--- config.mk ---
export PLATFORM = sky130hd
export DESIGN_NAME = dns_name_label_encoder_unit_flat
export DESIGN_NICKNAME = d
export VERILOG_FILES = /design/src/dnle_pkg.sv /design/src/dnle_in_if.sv /design/src/dnle_out_if.sv /design/src/dnle_label_ram.sv /design/src/dnle_cmd_fifo.sv /design/src/dnle_front.sv /design/src/dnle_back.sv /design/src/dns_name_label_encoder_unit.sv /design/src/flat_wrapper.sv
export SDC_FILE = /design/constraint.sdc
export NUM_CORES = 1
export LEC_CHECK = 0
export BUFFER_PORTS_ARGS = -buffer_cell sky130_fd_sc_hd__buf_2
export CAP_MARGIN = 20
export CORE_MARGIN = 3
export CORE_UTILIZATION = 62
export DETAILED_ROUTE_END_ITERATION = 6
export PLACE_DENSITY = 0.78
export SYNTH_ARGS = -nofsm -noshare
export SYNTH_HDL_FRONTEND = slang
export SYNTH_SLANG_ARGS = --single-unit
export TNS_END_PERCENT = 30
--- constraint.sdc ---
create_clock -name clk -period 4.3 [get_ports clk]
set_clock_uncertainty 0.05 [all_clocks]
set_input_delay 0.215 -clock clk [delete_from_list [all_inputs] [get_ports clk]]
set_output_delay 0.215 -clock clk [all_outputs]
set_load 0.05 [all_outputs]
--- src/dnle_pkg.sv ---
// ----------------------------------------------------------------------------
// dnle_pkg
// Shared constants, types and helpers of the DNS name label encoder.
// ----------------------------------------------------------------------------
package dnle_pkg;

    localparam int MAX_LABEL   = 62;
    localparam int FILL_W      = $clog2(MAX_LABEL + 1);
    localparam int NUM_BANKS   = 2;
    localparam int STORE_DEPTH = NUM_BANKS * MAX_LABEL;
    localparam int ADDR_W      = $clog2(STORE_DEPTH);

    localparam logic [7:0] DOT_CHAR  = 8'h2E;
    localparam logic [7:0] ROOT_BYTE = 8'h00;

    // one closed label, waiting to be written out
    typedef struct packed {
        logic [FILL_W-1:0] fill;
        logic              ovf;
        logic              eon;
        logic              bank;
    } cmd_t;

    // back part hands a label bank back to the front part
    typedef struct packed {
        logic valid;
        logic bank;
    } release_t;

    typedef struct packed {
        logic              en;
        logic [ADDR_W-1:0] addr;
        logic [7:0]        data;
    } mem_wr_t;

    typedef struct packed {
        logic              en;
        logic [ADDR_W-1:0] addr;
    } mem_rd_t;

    typedef enum logic [1:0] {
        S_LEN,
        S_DATA,
        S_TERM
    } back_state_t;

    function automatic logic [ADDR_W-1:0] label_addr(input logic bank,
                                                     input logic [FILL_W-1:0] idx);
        logic [ADDR_W-1:0] base;
        base = bank ? ADDR_W'(MAX_LABEL) : '0;
        return base + ADDR_W'(idx);
    endfunction

endpackage

--- src/dnle_in_if.sv ---
// ----------------------------------------------------------------------------
// dnle_in_if
// Character channel: one host name byte or an end marker per item.
// ----------------------------------------------------------------------------
interface dnle_in_if;
    logic       valid;
    logic       ready;
    logic [7:0] character;
    logic       end_of_name;

    modport source (output valid, output character, output end_of_name, input ready);
    modport sink   (input valid, input character, input end_of_name, output ready);
endinterface

--- src/dnle_out_if.sv ---
// ----------------------------------------------------------------------------
// dnle_out_if
// Encoded byte channel: length bytes, label bytes and the terminator.
// ----------------------------------------------------------------------------
interface dnle_out_if;
    logic       valid;
    logic       ready;
    logic [7:0] out_byte;
    logic       last;
    logic       label_too_long;

    modport source (output valid, output out_byte, output last, output label_too_long,
                    input ready);
    modport sink   (input valid, input out_byte, input last, input label_too_long,
                    output ready);
endinterface

--- src/dnle_label_ram.sv ---
// ----------------------------------------------------------------------------
// dnle_label_ram
// Two-bank label store, one write port and one registered read port.
// ----------------------------------------------------------------------------
module dnle_label_ram
    import dnle_pkg::*;
(
    input  logic       clk,
    input  mem_wr_t    wr,
    input  mem_rd_t    rd,
    output logic [7:0] rd_data
);

    logic [7:0] mem [STORE_DEPTH];

    always_ff @(posedge clk)
    begin
        if (wr.en)
        begin
            mem[wr.addr] <= wr.data;
        end
    end

    always_ff @(posedge clk)
    begin
        if (rd.en)
        begin
            rd_data <= mem[rd.addr];
        end
    end

endmodule

--- src/dnle_cmd_fifo.sv ---
// ----------------------------------------------------------------------------
// dnle_cmd_fifo
// Two-entry queue of closed labels between the front and back parts.
// ----------------------------------------------------------------------------
module dnle_cmd_fifo
    import dnle_pkg::*;
(
    input  logic clk,
    input  logic rst_n,
    input  logic push,
    input  cmd_t push_cmd,
    input  logic pop,
    output cmd_t head,
    output logic empty,
    output logic full
);

    cmd_t       entry_reg [NUM_BANKS];
    logic       wr_ptr_reg;
    logic       wr_ptr_next;
    logic       rd_ptr_reg;
    logic       rd_ptr_next;
    logic [1:0] count_reg;
    logic [1:0] count_next;

    assign head  = entry_reg[rd_ptr_reg];
    assign empty = (count_reg == 2'd0);
    assign full  = (count_reg == 2'(NUM_BANKS));

    always_comb
    begin
        wr_ptr_next = wr_ptr_reg;
        rd_ptr_next = rd_ptr_reg;
        count_next  = count_reg;
        if (push)
        begin
            wr_ptr_next = ~wr_ptr_reg;
        end
        if (pop)
        begin
            rd_ptr_next = ~rd_ptr_reg;
        end
        if (push && !pop)
        begin
            count_next = count_reg + 2'd1;
        end
        else if (pop && !push)
        begin
            count_next = count_reg - 2'd1;
        end
    end

    always_ff @(posedge clk or negedge rst_n)
    begin
        if (!rst_n)
        begin
            wr_ptr_reg <= 1'b0;
            rd_ptr_reg <= 1'b0;
            count_reg  <= 2'd0;
        end
        else
        begin
            wr_ptr_reg <= wr_ptr_next;
            rd_ptr_reg <= rd_ptr_next;
            count_reg  <= count_next;
        end
    end

    always_ff @(posedge clk)
    begin
        if (push)
        begin
            entry_reg[wr_ptr_reg] <= push_cmd;
        end
    end

endmodule

--- src/dnle_front.sv ---
// ----------------------------------------------------------------------------
// dnle_front
// Accepts characters, fills the current label bank and closes labels.
// ----------------------------------------------------------------------------
module dnle_front
    import dnle_pkg::*;
(
    input  logic          clk,
    input  logic          rst_n,
    dnle_in_if.sink       chars,
    input  logic          fifo_full,
    input  release_t      release_bank,
    output logic          push,
    output cmd_t          push_cmd,
    output mem_wr_t       wr
);

    logic [FILL_W-1:0]    fill_reg;
    logic [FILL_W-1:0]    fill_next;
    logic                 ovf_reg;
    logic                 ovf_next;
    logic                 wsel_reg;
    logic                 wsel_next;
    logic [NUM_BANKS-1:0] busy_reg;
    logic [NUM_BANKS-1:0] busy_next;
    logic                 accept;
    logic                 is_flush;

    // a bank still owned by the back part cannot take new characters
    assign chars.ready = !busy_reg[wsel_reg] && !fifo_full;
    assign accept      = chars.valid && chars.ready;
    assign is_flush    = chars.end_of_name || (chars.character == DOT_CHAR);

    always_comb
    begin
        fill_next     = fill_reg;
        ovf_next      = ovf_reg;
        wsel_next     = wsel_reg;
        busy_next     = busy_reg;
        push          = 1'b0;
        push_cmd.fill = fill_reg;
        push_cmd.ovf  = ovf_reg;
        push_cmd.eon  = chars.end_of_name;
        push_cmd.bank = wsel_reg;
        wr.en         = 1'b0;
        wr.addr       = label_addr(wsel_reg, fill_reg);
        wr.data       = chars.character;

        if (release_bank.valid)
        begin
            busy_next[release_bank.bank] = 1'b0;
        end

        if (accept)
        begin
            if (is_flush)
            begin
                push                = 1'b1;
                fill_next           = '0;
                ovf_next            = 1'b0;
                wsel_next           = ~wsel_reg;
                busy_next[wsel_reg] = 1'b1;
            end
            else if (fill_reg < FILL_W'(MAX_LABEL))
            begin
                wr.en     = 1'b1;
                fill_next = fill_reg + FILL_W'(1);
            end
            else
            begin
                ovf_next = 1'b1;
            end
        end
    end

    always_ff @(posedge clk or negedge rst_n)
    begin
        if (!rst_n)
        begin
            fill_reg <= '0;
            ovf_reg  <= 1'b0;
            wsel_reg <= 1'b0;
            busy_reg <= '0;
        end
        else
        begin
            fill_reg <= fill_next;
            ovf_reg  <= ovf_next;
            wsel_reg <= wsel_next;
            busy_reg <= busy_next;
        end
    end

endmodule

--- src/dnle_back.sv ---
// ----------------------------------------------------------------------------
// dnle_back
// Writes out each closed label: length byte, stored bytes, and a terminator at end of name.
// ----------------------------------------------------------------------------
module dnle_back
    import dnle_pkg::*;
(
    input  logic          clk,
    input  logic          rst_n,
    input  cmd_t          head,
    input  logic          empty,
    input  logic [7:0]    rd_data,
    output logic          pop,
    output release_t      release_bank,
    output mem_rd_t       rd,
    dnle_out_if.source    bytes
);

    back_state_t       state_reg;
    back_state_t       state_next;
    logic [FILL_W-1:0] iss_reg;
    logic [FILL_W-1:0] iss_next;
    logic [FILL_W-1:0] emit_reg;
    logic [FILL_W-1:0] emit_next;
    logic              rd_valid_reg;
    logic              rd_valid_next;
    logic              out_valid_reg;
    logic              out_valid_next;
    logic [7:0]        out_byte_reg;
    logic [7:0]        out_byte_next;
    logic              out_last_reg;
    logic              out_last_next;
    logic              out_flag_reg;
    logic              out_flag_next;
    logic              out_free;
    logic              consume;
    logic              issue;
    logic              final_byte;

    assign bytes.valid          = out_valid_reg;
    assign bytes.out_byte       = out_byte_reg;
    assign bytes.last           = out_last_reg;
    assign bytes.label_too_long = out_flag_reg;

    assign out_free           = !out_valid_reg || bytes.ready;
    assign release_bank.valid = pop;
    assign release_bank.bank  = head.bank;

    always_comb
    begin
        state_next     = state_reg;
        iss_next       = iss_reg;
        emit_next      = emit_reg;
        rd_valid_next  = rd_valid_reg;
        out_valid_next = out_valid_reg;
        out_byte_next  = out_byte_reg;
        out_last_next  = out_last_reg;
        out_flag_next  = out_flag_reg;
        pop            = 1'b0;
        consume        = 1'b0;
        issue          = 1'b0;
        final_byte     = ((emit_reg + FILL_W'(1)) == head.fill);
        rd.en          = 1'b0;
        rd.addr        = label_addr(head.bank, iss_reg);

        if (out_valid_reg && bytes.ready)
        begin
            out_valid_next = 1'b0;
        end

        unique case (state_reg)
            S_LEN:
            begin
                if (!empty && out_free)
                begin
                    out_valid_next = 1'b1;
                    out_byte_next  = 8'(head.fill);
                    out_last_next  = (head.fill == '0) && !head.eon;
                    out_flag_next  = head.ovf;
                    iss_next       = '0;
                    emit_next      = '0;
                    if (head.fill != '0)
                    begin
                        state_next = S_DATA;
                    end
                    else if (head.eon)
                    begin
                        state_next = S_TERM;
                    end
                    else
                    begin
                        pop = 1'b1;
                    end
                end
            end

            S_DATA:
            begin
                // store read runs one byte ahead of the output register
                consume = rd_valid_reg && out_free;
                issue   = (iss_reg < head.fill) && (!rd_valid_reg || consume);
                if (issue)
                begin
                    rd.en    = 1'b1;
                    iss_next = iss_reg + FILL_W'(1);
                end
                if (issue)
                begin
                    rd_valid_next = 1'b1;
                end
                else if (consume)
                begin
                    rd_valid_next = 1'b0;
                end
                if (consume)
                begin
                    out_valid_next = 1'b1;
                    out_byte_next  = rd_data;
                    out_last_next  = final_byte && !head.eon;
                    out_flag_next  = head.ovf;
                    emit_next      = emit_reg + FILL_W'(1);
                    if (final_byte)
                    begin
                        if (head.eon)
                        begin
                            state_next = S_TERM;
                        end
                        else
                        begin
                            pop        = 1'b1;
                            state_next = S_LEN;
                        end
                    end
                end
            end

            S_TERM:
            begin
                if (out_free)
                begin
                    out_valid_next = 1'b1;
                    out_byte_next  = ROOT_BYTE;
                    out_last_next  = 1'b1;
                    out_flag_next  = 1'b0;
                    pop            = 1'b1;
                    state_next     = S_LEN;
                end
            end

            default:
            begin
                state_next = S_LEN;
            end
        endcase
    end

    always_ff @(posedge clk or negedge rst_n)
    begin
        if (!rst_n)
        begin
            state_reg     <= S_LEN;
            iss_reg       <= '0;
            emit_reg      <= '0;
            rd_valid_reg  <= 1'b0;
            out_valid_reg <= 1'b0;
        end
        else
        begin
            state_reg     <= state_next;
            iss_reg       <= iss_next;
            emit_reg      <= emit_next;
            rd_valid_reg  <= rd_valid_next;
            out_valid_reg <= out_valid_next;
        end
    end

    always_ff @(posedge clk)
    begin
        out_byte_reg <= out_byte_next;
        out_last_reg <= out_last_next;
        out_flag_reg <= out_flag_next;
    end

endmodule

--- src/dns_name_label_encoder_unit.sv ---
// a dot or end item closes its label into the command queue; the back part then
// registers the length byte, and the label bytes follow one per cycle while the
// output is not stalled, then the terminator at end of name; the front part takes a
// character whenever its bank is free and the queue is not full
// two label banks let the next label fill while the last one drains
// reset: asynchronous, clears all control state; the label store is not cleared
// ----------------------------------------------------------------------------
// dns_name_label_encoder_unit
// Turns a dotted host name into length-prefixed DNS question labels.
// ----------------------------------------------------------------------------
module dns_name_label_encoder_unit
    import dnle_pkg::*;
(
    input  logic       clk,
    input  logic       rst_n,
    dnle_in_if.sink    chars,
    dnle_out_if.source bytes
);

    logic       push;
    cmd_t       push_cmd;
    logic       pop;
    cmd_t       head;
    logic       empty;
    logic       full;
    release_t   release_bank;
    mem_wr_t    wr;
    mem_rd_t    rd;
    logic [7:0] rd_data;

    dnle_front u_front (
        .clk          (clk),
        .rst_n        (rst_n),
        .chars        (chars),
        .fifo_full    (full),
        .release_bank (release_bank),
        .push         (push),
        .push_cmd     (push_cmd),
        .wr           (wr)
    );

    dnle_cmd_fifo u_fifo (
        .clk      (clk),
        .rst_n    (rst_n),
        .push     (push),
        .push_cmd (push_cmd),
        .pop      (pop),
        .head     (head),
        .empty    (empty),
        .full     (full)
    );

    dnle_label_ram u_ram (
        .clk     (clk),
        .wr      (wr),
        .rd      (rd),
        .rd_data (rd_data)
    );

    dnle_back u_back (
        .clk          (clk),
        .rst_n        (rst_n),
        .head         (head),
        .empty        (empty),
        .rd_data      (rd_data),
        .pop          (pop),
        .release_bank (release_bank),
        .rd           (rd),
        .bytes        (bytes)
    );

endmodule
--- src/flat_wrapper.sv ---
// flat-port wrapper written by rule: the top's interface ports become plain ports
module dns_name_label_encoder_unit_flat import dnle_pkg::*;
  (clk, rst_n, chars_valid, chars_character, chars_end_of_name, chars_ready, bytes_valid, bytes_out_byte, bytes_last, bytes_label_too_long, bytes_ready);
  dnle_in_if chars_i ();
  dnle_out_if bytes_i ();
  input  logic clk;
  input  logic rst_n;
  input wire logic [$bits(chars_i.valid)-1:0] chars_valid;
  input wire logic [$bits(chars_i.character)-1:0] chars_character;
  input wire logic [$bits(chars_i.end_of_name)-1:0] chars_end_of_name;
  output wire logic [$bits(chars_i.ready)-1:0] chars_ready;
  output wire logic [$bits(bytes_i.valid)-1:0] bytes_valid;
  output wire logic [$bits(bytes_i.out_byte)-1:0] bytes_out_byte;
  output wire logic [$bits(bytes_i.last)-1:0] bytes_last;
  output wire logic [$bits(bytes_i.label_too_long)-1:0] bytes_label_too_long;
  input wire logic [$bits(bytes_i.ready)-1:0] bytes_ready;
  assign chars_i.valid = chars_valid;
  assign chars_i.character = chars_character;
  assign chars_i.end_of_name = chars_end_of_name;
  assign chars_ready = chars_i.ready;
  assign bytes_valid = bytes_i.valid;
  assign bytes_out_byte = bytes_i.out_byte;
  assign bytes_last = bytes_i.last;
  assign bytes_label_too_long = bytes_i.label_too_long;
  assign bytes_i.ready = bytes_ready;
  dns_name_label_encoder_unit u_core (.clk(clk), .rst_n(rst_n), .chars(chars_i), .bytes(bytes_i));
endmodule
==> results of run 1 <==
-- cell usage in the layout (no fill, tap or decap), types with 6 or more instances in the layout --
master      netlist  routed
a211oi_1         14      14
o31ai_1           6       6
clkbuf_1         33      24
xnor2_1          15      13
a21o_1            9       9
buf_4            20     158
o21ai_0          38      38
a22oi_1          11      11
bufinv_16         0       9
and2_1           12      12
nor3_1            9       9
buf_2            39      16
buf_12            2      14
a31oi_1          14      14
nor2b_1          12      12
mux2i_1          57      57
clkbuf_16         0     103
a2111oi_0         9       8
nor2_1          171     170
inv_1            10      10
a21oi_1          39      39
a22o_1            7       7
clkinvlp_4        0       6
dfrtp_1          30      29
a221oi_1          6       6
ha_1             23      22
edfxtp_1       1028    1028
a311oi_1          7       7
clkinv_2          0      13
nand2_1         110     110
mux4_2          250     250
and3_1           14      14
xor2_1           11      11
nand4_1          11      11
nand2b_1          7       7
clkinv_1          0      18
nand3_1          39      39
-- per-stage QoR --
step	hold slack [ns]	instance area [µm²]	setup WS, ns
floorplan	-0.131	42400	0.582
global placement	0.244	44400	0.0418
finish	0.0848	47700	0.238
CTS	0.0492	47700	0.123
global route	0.0781	47700	0.0568
detailed placement	0.257	44400	0.0412
-- cell type report --
type,count,share of cell area
clock buffers,130,0.0568
clock inverters,53,0.0116
inverters,10,0.000786
multi-input cells,967,0.212
flip-flops and latches,1058,0.663
well taps,873,0.0229
repair buffers,193,0.0334
-- cells by family after synthesis --
family / count (synthesis) / share of synthesized area
flops: 1058 / 0.746
simple gates: 411 / 0.0432
mux: 313 / 0.149
compound gates: 189 / 0.0302
buf+inv: 122 / 0.0172
xor+xnor: 29 / 0.00667
fa+ha+maj: 25 / 0.00773
-- metal layers --
metal,vias to the layer above,track usage,wire [µm]
li1,9168,-,-
met1,11600,0.413,37000
met2,1566,0.470,49400
met3,299,0.0583,10900
met4,2,0.138,5720
met5,-,0,13
-- worst reg2reg max path, stage by stage (launching register included) --
cell and delay, ns:
dfrtp_1 0.35, mux2_2 0.45, ha_4 0.21, fa_4 0.54, and3_1 0.19, nor3_1 0.27, nor2_2 0.18, buf_4 0.26
a2111oi_0 0.73, a31oi_1 0.23, a21oi_1 0.21, a211oi_1 0.10
-- repair_timing --
action / CTS / global route
cloned: 0 / 0
resized for setup: 1 / 1
hold buffers: 5 / 0
hold endpoints to repair: 42 / 0
setup endpoints to repair: 1 / 1
-- worst paths after layout --
kind	endpoint	slack [ns]	depth (start not counted)
max	u_core.u_ram.rd_data[5]	0.24	11
min	u_core.u_ram.mem[37][5]	0.08	2
max reg2reg	u_core.u_ram.rd_data[5]	0.24	11
min reg2reg	u_core.u_fifo.wr_ptr_reg	0.45	1
max in group asynchronous	u_core.u_back.iss_reg[0]	3.58	2
min in group asynchronous	u_core.u_back.iss_reg[4]	0.10	2
-- power breakdown --
part / leakage (nW) / internal, mW / switching (mW)
sequential: 9.64 / 11.7 / 0.282
combinational: 4.27 / 3.66 / 5.49
clock: 1.57 / 5.00 / 3.73
total: 15.5 / 20.3 / 9.51
==> out/summary.txt, run 1 <==
Status: completed
Antenna diode count: 0
WL per Instance: 31.4 µm
Non-Filler Instances: 3284
RSZ-0062 raised after global routing: false
Max stage delay cell, worst path: a2111oi_0
FF+latch count, synth: 1058
Number of synthesized flops with an enable pin: 1028
First-pass GRT wire length: 154 mm
Final core occ: 0.707
Placed wire-length estimate: 63.8 mm
Crit path from: u_core.u_fifo.rd_ptr_reg
CP Launch Type: flop
Total negative setup slack: 0 ns
Mapped Cells: 2147
Tcrit/Tclk final: 0.945
Worst reg2reg startpoint: u_core.u_fifo.rd_ptr_reg
Root buf cell: clkbuf_16
Overall power: 29.9 mW
Max-slew headroom: 0.298
Total of max-cap violations: 0
CTS tree: yes
Pin count of the biggest net entering global routing: 90
WP buf/inv: 1
IO Pins: 25
DRT iter0 DRCs: 3633
Mapped Nets: 2185
Post-synthesis sequential area ratio: 0.746
Nets@finish: 2370
Area contributors post-synth: edfxtp_1, mux4_2, dfrtp_1
Pleak: 15.5 nW
Critical Path, Cell by Cell: mux2_2 -> ha_4 -> fa_4 -> and3_1 -> nor3_1 -> nor2_2 -> buf_4 -> a2111oi_0 -> a31oi_1 -> a21oi_1 -> a211oi_1
Register area: 31600 µm²
Clk sinks: 1058
Top cells by count, synth: edfxtp_1, mux4_2, nor2_1, nand2_1, mux2i_1
Yosys top cell by area: edfxtp_1
Vias in the first global route: 23000
Horiz. Die Dim: 268 µm
# H-tree levels: 3
Final-report hold violation count: 0
PortBufs: 24
Gp weighted congestion: 0.923
Chip height: 268 µm
Power Density: 626 nW/µm²
Top delay family on crit path: compound AO/OA/AOI/OAI gates
Hold Crit Class: primary input to flop
Bufs on Longest Clock Path: 3
TritonCTS buffer count: 102
Mapped cell area: 42400 µm²
FP Rows: 95
Fin crit period: 4.06 ns
Number of fill cells: 3887
Gr ovfl total: 0
Clk_lat worst skew: 0.67 ns
Top cell type's share of synthesized area: 0.728
Mean post-synth cell area: 19.7 µm²
Post-synth cell types: 70
Syn-to-layout area delta: 12.6%
Die ar.: 71600 µm²
CP Max Fanout: 12
Yosys warnings: 0
Worst-Margin Slew: 1.05 ns
Final setup fails: 0
Total global-route track usage: 0.298
Vias after detailed routing: 22600
Post-Place Cells: 3096
Vias/cell: 6.88
Core area: 67500 µm²
CP required: 4.64 ns
Final ANT Viol Nets: 0
Worst EP arrival: 4.40 ns
Min-delay src: chars_character[5]
Main synth FF type: edfxtp_1
Detailed-route DRC error count: 0
DRT Pass-1 Iters: 6
Setup crit end kind: flop
Total Routed Length: 103 mm
Ys async rst share: 0.0284
Initial Util: 0.628
Crit Path Class: flop to flop
Maximum clock rate: 246 MHz
Max reg flops: 992
Share of cells above drive strength 1: 0.246
Area of the multi-input gates: 10100 µm²
Initial antenna violation count: 3
CP max stage delay: 0.73 ns
Post-CTS Setup Inserts: 0
Max-slew violation count: 0
Worst-path clk slew: 0.07 ns
VDD IR max: 0.473 mV
Most frequent cell after synthesis: edfxtp_1
Power figures use the tool's default switching activity.
==> run 2, diff against run 1 <==
BUFFER_PORTS_ARGS = -buffer_cell sky130_fd_sc_hd__buf_4   (was -buffer_cell sky130_fd_sc_hd__buf_2)
==> run 2 against run 1 <==
  * Global-route usage shrank 0.61 points
  * Design area increased by 0.50%
  * Sequential share of layout area is 0.33 points lower
  * Combinational power up 1%
  * Sequential cell count is the same
  * Sequential power about the same
  * Utilization up 0.35 points
  * Fmax is 2.4% lower
  * Critical endpoint is now u_core.u_ram.rd_data[4]
  * Largest power group unchanged
==> out/summary.txt, run 2 (synthesized netlist as in run 1, its figures left out) <==
Fin crit period: 4.16 ns (was 4.06 ns)
Post-DP Area: 44700 µm² (was 44400 µm²)
Gr ovfl total: 0 (unchanged)
Reg-to-Reg End: u_core.u_ram.rd_data[4] (was u_core.u_ram.rd_data[5])
Post-Place Cells: 3121 (was 3096)
Vias/cell: 6.81 (was 6.88)
Worst R2R Setup Slack: 0.14 ns (was 0.24 ns)
Most frequent cells in the layout: edfxtp_1, mux4_2, buf_4 (was edfxtp_1, mux4_2, nor2_1)
Initial antenna violation count: 3 (unchanged)
Pre-CTS WS: -0.0449 ns (was 0.0412 ns)
Crit Path Class: flop to flop (unchanged)
Non-Filler Instances: 3317 (was 3284)
Total negative setup slack: 0 ns (unchanged)
CTS tree: yes (unchanged)
Max-slew headroom: 0.296 (was 0.298)
Bufs on Longest Clock Path: 3 (unchanged)
Max reg flops: 992 (unchanged)
VDD IR max: 0.423 mV (was 0.473 mV)
PortBufs: 24 (unchanged)
Final ANT Viol Nets: 0 (unchanged)
Share of cells above drive strength 1: 0.255 (was 0.246)
Worst-path clk slew: 0.06 ns (was 0.07 ns)
Worst EP arrival: 4.59 ns (was 4.40 ns)
Hold Path End: u_core.u_ram.mem[42][5] (was u_core.u_ram.mem[37][5])
PnR worst setup slack: 0.139 ns (was 0.238 ns)
Root buf cell: clkbuf_16 (unchanged)
Worst-Margin Slew: 1.06 ns (was 1.05 ns)
Clk_lat worst skew: 0.66 ns (was 0.67 ns)
Sequential Power Share: 0.403 (was 0.401)
Hold Crit Class: primary input to flop (unchanged)
Setup crit end kind: flop (unchanged)
Power Density: 619 nW/µm² (was 626 nW/µm²)
Worst hold stages: 2 (unchanged)
TritonCTS buffer count: 101 (was 102)
Min-delay src: chars_character[5] (unchanged)
Logic pwr share: 0.311 (was 0.307)
WL per Instance: 30.8 µm (was 31.4 µm)
Die ar.: 71600 µm² (unchanged)
Pin count of the biggest net entering global routing: 119 (was 90)
CP Launch Type: flop (unchanged)
Syn-to-layout area delta: 13.1% (was 12.6%)
FP Rows: 95 (unchanged)
Placed wire-length estimate: 63.1 mm (was 63.8 mm)
Pleak: 15.7 nW (was 15.5 nW)
Max-slew violation count: 0 (unchanged)
Power Internal: 20.2 mW (was 20.3 mW)
CP required: 4.73 ns (was 4.64 ns)
# H-tree levels: 3 (unchanged)
Final setup fails: 0 (unchanged)
Core area: 67500 µm² (unchanged)
Worst reg2reg startpoint: u_core.u_fifo.rd_ptr_reg (unchanged)
Total Routed Length: 102 mm (was 103 mm)
Post-CTS Setup Inserts: 0 (unchanged)
Vias in the first global route: 22400 (was 23000)
Vias after detailed routing: 22600 (about the same)
Sw frac: 0.319 (about the same)
Horiz. Die Dim: 268 µm (unchanged)
Maximum clock rate: 240 MHz (was 246 MHz)
CP Max Fanout: 17 (was 12)
RSZ-0062 raised after global routing: false (unchanged)
Final Instance Area: 48000 µm² (was 47700 µm²)
R2r worst-path depth: 10 (was 11)
Total global-route track usage: 0.292 (was 0.298)
First-pass GRT wire length: 151 mm (was 154 mm)
DRT Pass-1 Iters: 6 (unchanged)
Nets@finish: 2399 (was 2370)
Sw Pwr: 9.47 mW (was 9.51 mW)
Total of max-cap violations: 0 (unchanged)
Status: completed (unchanged)
IO Pins: 25 (unchanged)
Initial Util: 0.628 (unchanged)
Final-report hold violation count: 0 (unchanged)
Gp weighted congestion: 0.897 (was 0.923)
Clk sinks: 1058 (unchanged)
Chip height: 268 µm (unchanged)
Crit path from: u_core.u_fifo.rd_ptr_reg (unchanged)
Tcrit/Tclk final: 0.968 (was 0.945)
Clock share of power: 0.285 (was 0.292)
Detailed-route DRC error count: 0 (unchanged)
Most common cell after layout, fill and taps aside: edfxtp_1 (unchanged)
DRT iter0 DRCs: 3241 (was 3633)
run 2: cell count changes in the layout (fill, tap and decap cells not counted), sizes merged:
cell / delta
buf: +27
clkinv: +9
clkinvlp: -5
bufinv: -3
dlygate4sd3: +3
diode: +1
inv: +1
run 2: metal layers:
metal	routed length (µm)	GRT usage
met5	27	0
met4	4390	0.118
met3	11000	0.0595
met2	49500	0.458
met1	37300	0.413
run 2: worst max path at each step:
stage               cells after the start                       to  slack, ns
finish                                 10  u_core.u_ram.rd_data[4]       0.14
global route                           10  u_core.u_ram.rd_data[4]       0.02
floorplan                              11  u_core.u_ram.rd_data[6]       0.58
CTS                                    10  u_core.u_ram.rd_data[4]       0.06
detailed placement                     10  u_core.u_ram.rd_data[1]      -0.04
global placement                       10  u_core.u_ram.rd_data[2]       0.01
run 2: timing repair:
action                                 in CTS  in global routing
endpoints found under the hold margin      50                  0
pin swaps                                   0                  0
hold buffers                                9                  0
setup endpoints to repair                   2                  6
resized for setup                           2                  4
run 2: area by class of cell:
class                           instances  area, µm²
Sequential cell                      1058      31600
Clock buffer                          130       2690
Inverter                               10       37.5
Timing Repair Buffer                  223       1950
Tap cell                              873       1090
Clock inverter                         55        440
Antenna cell                            1       2.50
Multi-Input combinational cell        967      10100
Fill cell                            3935      19500
run 2: through the flow:
step           hold WS [ns]  total power, mW   util
3_3_place_gp          0.118             21.0  0.662
4_1_cts               0.105             29.6  0.710
6_report              0.124             29.7  0.710
2_1_floorplan        -0.131             18.0      -
3_5_place_dp          0.126             21.2  0.662
5_1_grt               0.129             30.6  0.710
run 2: power by group through the flow:
stage | Combinational [mW] | Sequential (mW) | Clock [mW]
2_1_floorplan | 5.77 | 12.2 | 0
3_3_place_gp | 8.85 | 12.2 | 0
3_5_place_dp | 9.01 | 12.2 | 0
4_1_cts | 9.14 | 12.0 | 8.53
5_1_grt | 9.65 | 12.0 | 8.96
6_report | 9.25 | 12.0 | 8.47
run 2: worst max-delay path, cell delays in order (launching register included):
cell      delay [ns]
dfrtp_1         0.35
mux2_2          0.44
ha_4            0.20
fa_4            1.05
nand2b_1        0.34
a211oi_1        0.11
o41ai_1         0.44
o21ai_0         0.22
a311oi_2        0.35
a311oi_1        0.17
nor3_1          0.24
